## config.mk

```make
export PLATFORM = sky130hd
export DESIGN_NAME = cacs_row_update
export DESIGN_NICKNAME = d
export VERILOG_FILES = /design/src/hdl/cacs_pkg.sv /design/src/hdl/cacs_row_update.sv
export SDC_FILE = /design/constraint.sdc
export NUM_CORES = 2
export LEC_CHECK = 0
export BUFFER_PORTS_ARGS = -buffer_cell sky130_fd_sc_hd__buf_4
export CAP_MARGIN = 20
export CORE_MARGIN = 1.5
export CORE_UTILIZATION = 35
export DETAILED_ROUTE_END_ITERATION = 16
export SLEW_MARGIN = 10
export SYNTH_ARGS = -nofsm -noshare
export SYNTH_HDL_FRONTEND = slang
export SYNTH_SLANG_ARGS = --single-unit
```

## constraint.sdc

```tcl
create_clock -name vclk -period 16.9
set_input_delay 2.535 -clock vclk [all_inputs]
set_output_delay 2.535 -clock vclk [all_outputs]
set_load 0.01 [all_outputs]
```

## src/hdl/cacs_pkg.sv

```systemverilog
// ----------------------------------------------------------------------------
// cacs_pkg
// Shared types and codes for the cave-generation cellular automaton block.
// ----------------------------------------------------------------------------
package cacs_pkg;

  // item kinds
  localparam logic [1:0] KIND_WRITE = 2'd0;
  localparam logic [1:0] KIND_GEN   = 2'd1;
  localparam logic [1:0] KIND_READ  = 2'd2;

  // configuration register indexes
  localparam logic [2:0] CFG_GRID_WIDTH  = 3'd0;
  localparam logic [2:0] CFG_GRID_HEIGHT = 3'd1;
  localparam logic [2:0] CFG_BIRTH_LIMIT = 3'd2;
  localparam logic [2:0] CFG_DEATH_LIMIT = 3'd3;
  localparam logic [2:0] CFG_GEN_COUNT   = 3'd4;

  // configuration reset values
  localparam logic [7:0] RST_GRID_WIDTH  = 8'd100;
  localparam logic [7:0] RST_GRID_HEIGHT = 8'd100;
  localparam logic [3:0] RST_BIRTH_LIMIT = 4'd4;
  localparam logic [3:0] RST_DEATH_LIMIT = 4'd3;
  localparam logic [7:0] RST_GEN_COUNT   = 8'd4;

  typedef enum logic [2:0] {
    ST_IDLE,
    ST_WR,
    ST_RD,
    ST_GEN_FIRST,
    ST_GEN_PRIME,
    ST_GEN_ROW,
    ST_EMIT
  } state_t;

  // per-row control handed to the row update logic
  typedef struct packed {
    logic       above_out;   // row above lies outside the grid
    logic       below_out;   // row below lies outside the grid
    logic [3:0] birth_limit;
    logic [3:0] death_limit;
  } row_ctl_t;

endpackage

```

## src/hdl/cacs_row_update.sv

```systemverilog
// ----------------------------------------------------------------------------
// cacs_row_update
// Computes the next state of one full grid row from the old rows above,
// at and below it. Cells outside the grid count as live neighbours.
// ----------------------------------------------------------------------------
module cacs_row_update #(
  parameter int COLS = 128,
  localparam int CNT_W = $clog2(COLS + 1)
) (
  input  logic [COLS-1:0]   above_row,
  input  logic [COLS-1:0]   mid_row,
  input  logic [COLS-1:0]   below_row,
  input  logic [CNT_W-1:0]  cols_use,
  input  cacs_pkg::row_ctl_t ctl,
  output logic [COLS-1:0]   new_row
);

  logic [COLS-1:0] out_mask;
  logic [COLS-1:0] ap;
  logic [COLS-1:0] mp;
  logic [COLS-1:0] bp;

  // columns at or beyond the width in use read as alive
  always_comb begin
    for (int i = 0; i < COLS; i++) begin
      out_mask[i] = (i >= int'(cols_use));
    end
    ap = ctl.above_out ? '1 : (above_row | out_mask);
    mp = mid_row | out_mask;
    bp = ctl.below_out ? '1 : (below_row | out_mask);
  end

  always_comb begin
    logic [3:0] n;
    logic       al, ar, ml, mr, bl, br;
    for (int i = 0; i < COLS; i++) begin
      al = (i == 0) ? 1'b1 : ap[(i == 0) ? 0 : i - 1];
      ml = (i == 0) ? 1'b1 : mp[(i == 0) ? 0 : i - 1];
      bl = (i == 0) ? 1'b1 : bp[(i == 0) ? 0 : i - 1];
      ar = (i == COLS - 1) ? 1'b1 : ap[(i == COLS - 1) ? i : i + 1];
      mr = (i == COLS - 1) ? 1'b1 : mp[(i == COLS - 1) ? i : i + 1];
      br = (i == COLS - 1) ? 1'b1 : bp[(i == COLS - 1) ? i : i + 1];
      n = 4'(al) + 4'(ap[i]) + 4'(ar) + 4'(ml) + 4'(mr) + 4'(bl) + 4'(bp[i]) + 4'(br);
      if (out_mask[i]) begin
        new_row[i] = mid_row[i];
      end else if (mid_row[i]) begin
        new_row[i] = !(n < ctl.death_limit);
      end else begin
        new_row[i] = (n > ctl.birth_limit);
      end
    end
  end

endmodule

```

==> results.sh <==
export IMPL_required_ns=14.37
export IMPL_fin_cells=7307
export IMPL_postCtsHoldBufs=0
export IMPL_clkbuf_count=0
export IMPL_fmax_ghz=0.0905
export IMPL_dp_cells=7292
export IMPL_first_pass_iters=7
export IMPL_synth_area_leaders="ha_1 36%, fa_1 23%, inv_1 7.1%"
export IMPL_end_kind="output port"
export IMPL_synth_top_area_share_pct=36.3
export IMPL_hold_viol_final=0
export IMPL_nets=7837
export IMPL_gr_usage_met1_pct=31.6
export IMPL_die_area_um2=128000
export IMPL_wire_per_inst_um=21.7
export IMPL_start_util_pct=35.2
export IMPL_viasPerCell=5.43
export IMPL_die_w_um=358
export IMPL_syn_area_per_cell_um2=8.56
export IMPL_totalWireLength_mm=159
export IMPL_finalCritPeriodShare_pct=65.4
export IMPL_drtIter0Drc=2227
export IMPL_grt_overflow=0
export IMPL_powerDensity_nw_per_um2=90.1
export IMPL_cp_arrival_ns=8.52
export IMPL_cap_violations=0
export IMPL_whs_path_depth=3
export IMPL_worst_pin_slew_ns=1.02
export IMPL_irDropWorstVdd_mv=0.0454
export IMPL_rows=130
export IMPL_slew_viol_final=0
export IMPL_netlist_area_um2=44200
export IMPL_gp_congestion=0.896
export IMPL_design_seq_count=0
export IMPL_startpoint_type="input pin"
export IMPL_port_buffers=530
export IMPL_antenna_found_initial=29
export IMPL_antenna_left=0
export IMPL_hold_start="mid_row[92]"
export IMPL_die_h_um=358
export IMPL_nFillCells=12700
export IMPL_finalSetupTns_ns=0
export IMPL_coreArea_um2=125000
export IMPL_synth_cells=5165
export IMPL_grt_pass1_wl_mm=239
export IMPL_fin_crit_ns=11.05
export IMPL_area_delta_synth_final_pct=13.4
export IMPL_cts_setup_buffers=0
export IMPL_maxSlewHeadroom_pct=32.1
export IMPL_grt_max_degree=71
export IMPL_grt_pass1_vias=40600
export IMPL_gr_max_usage_layer="met2"
export IMPL_hold_class="in2out"
export IMPL_ys_warn_count=0
export IMPL_crit_type="in2out"
export IMPL_setup_viol=0
export IMPL_rsz0062_at_grt="false"
export IMPL_pin_count=530
export IMPL_p_leak_nw=25.0
export IMPL_grtUsageTotal_pct=24.3
export IMPL_use_met3_pct=3.13
export IMPL_cts_resized=0
export IMPL_worst_path_max_fanout=33
export IMPL_dp_hpwl_mm=129
export IMPL_outcome="finished, final reports clean"
export IMPL_met2_usage_pct=41.8
export IMPL_drc=0
export IMPL_num_vias=39700
export IMPL_seqCellArea_um2=0
export IMPL_ys_types=76
export IMPL_synthesis_nets=7357
export IMPL_final_layout_size_suffix_gt1_share_pct=11.3
export IMPL_synth_seq_area_share_pct=0
export IMPL_min_to="new_row[92]"
export IMPL_synth_largest_area_cell="ha_1"
==> stage by stage <==
stage | area (um^2) | power, mW | worst slack (ns) | utilization [%] | hold slack [ns]
floorplan | 44200 | 3.22 | 7.37 | - | 5.15
finish | 50100 | 4.51 | 5.85 | 40.0 | 5.36
CTS | 50100 | 4.52 | 5.74 | 39.9 | 5.36
global route | 50100 | 5.24 | 5.53 | 40.0 | 5.37
detailed placement | 50100 | 4.49 | 5.71 | 39.9 | 5.36
global placement | 50100 | 4.33 | 5.79 | 39.9 | 5.35
==> layout by cell type (no fill, tap or decap), drive strengths merged, types with 56 or more instances in the layout <==
master,synthesis,final
o211ai,61,61
o21ai,345,345
nor3,160,160
o21a,76,76
nor2b,202,202
buf,46,563
a41oi,63,63
nand2,97,97
xor2,127,127
nor2,288,288
or3,130,130
ha,1282,1282
inv,839,840
nand4,56,56
fa,508,508
a21oi,503,503
==> critical path: stages <==
cell and delay (ns):
buf_4 0.25, buf_4 0.40, and4_1 0.88, a31oi_1 0.37, nor3_1 0.33, inv_1 0.13
fa_1 0.55, inv_1 0.05, fa_1 0.50, fa_1 0.52, inv_1 0.04, ha_1 0.20
fa_1 0.47, ha_1 0.31, nor2b_1 0.13, o211ai_1 0.09, a21oi_1 0.13, a21oi_1 0.08
a21oi_1 0.31, buf_4 0.19
==> logic make-up (layout without fill, tap and decap cells) <==
| kind of cell | after synthesis | after routing | synth area share [%] |
|---|---|---|---|
| muxes | 4 | 4 | 0.0906 |
| AOI/OAI and AO/OA | 1279 | 1279 | 17.4 |
| buffers and inverters | 925 | 1403 | 8.18 |
| xor gates and xnor gates | 128 | 128 | 2.54 |
| adders and majority gates | 1790 | 1790 | 59.3 |
| other | 0 | 14 | 0 |
| and+or+nand+nor | 1039 | 1039 | 12.4 |
==> power by group <==
group	switching, mW	internal [mW]	leakage, nW
clock	0	0.0000000737	0.0000887
sequential	0	0	0
combinational	2.47	2.05	25.0
total	2.47	2.05	25.0
==> final cells by class <==
| cell class | instances | area, um^2 | area share [%] |
|---|---|---|---|
| repair buffers | 563 | 4250 | 8.49 |
| diodes | 14 | 35.0 | 0.0699 |
| inverters | 840 | 3190 | 6.36 |
| well taps | 1650 | 2060 | 4.12 |
| multi-input cells | 4240 | 40600 | 81.0 |
==> Yosys cell counts, types with 40 or more instances <==
master	count
o21ai_0	309
a41oi_1	63
nand2_1	97
nor2_1	278
fa_1	508
nand4_1	56
a21boi_0	40
inv_1	839
or3_1	129
a31oi_1	53
nor2b_1	202
nand2b_1	54
ha_1	1282
nor3_1	157
o31ai_1	47
a21oi_1	500
o211ai_1	61
xor2_1	127
o21a_1	73
==> how the worst max path moves through the flow <==
stage                    to  depth (start not counted)        start  slack, ns
2_1_floorplan   new_row[88]                         18  cols_use[7]       7.37
3_3_place_gp    new_row[96]                         19  cols_use[3]       5.79
3_5_place_dp    new_row[96]                         19  cols_use[3]       5.71
4_1_cts         new_row[96]                         19  cols_use[3]       5.74
5_1_grt        new_row[126]                         20  cols_use[3]       5.53
6_report       new_row[126]                         20  cols_use[3]       5.85
==> per-layer routing <==
metal | vias to the layer above | share of wire (%)
li1 | 19100 | -
met1 | 19300 | 44
met2 | 1012 | 47
met3 | 217 | 5.6
met4 | 26 | 3.0
met5 | - | 0.098
Note: power is estimated with default switching activity, not from simulation.
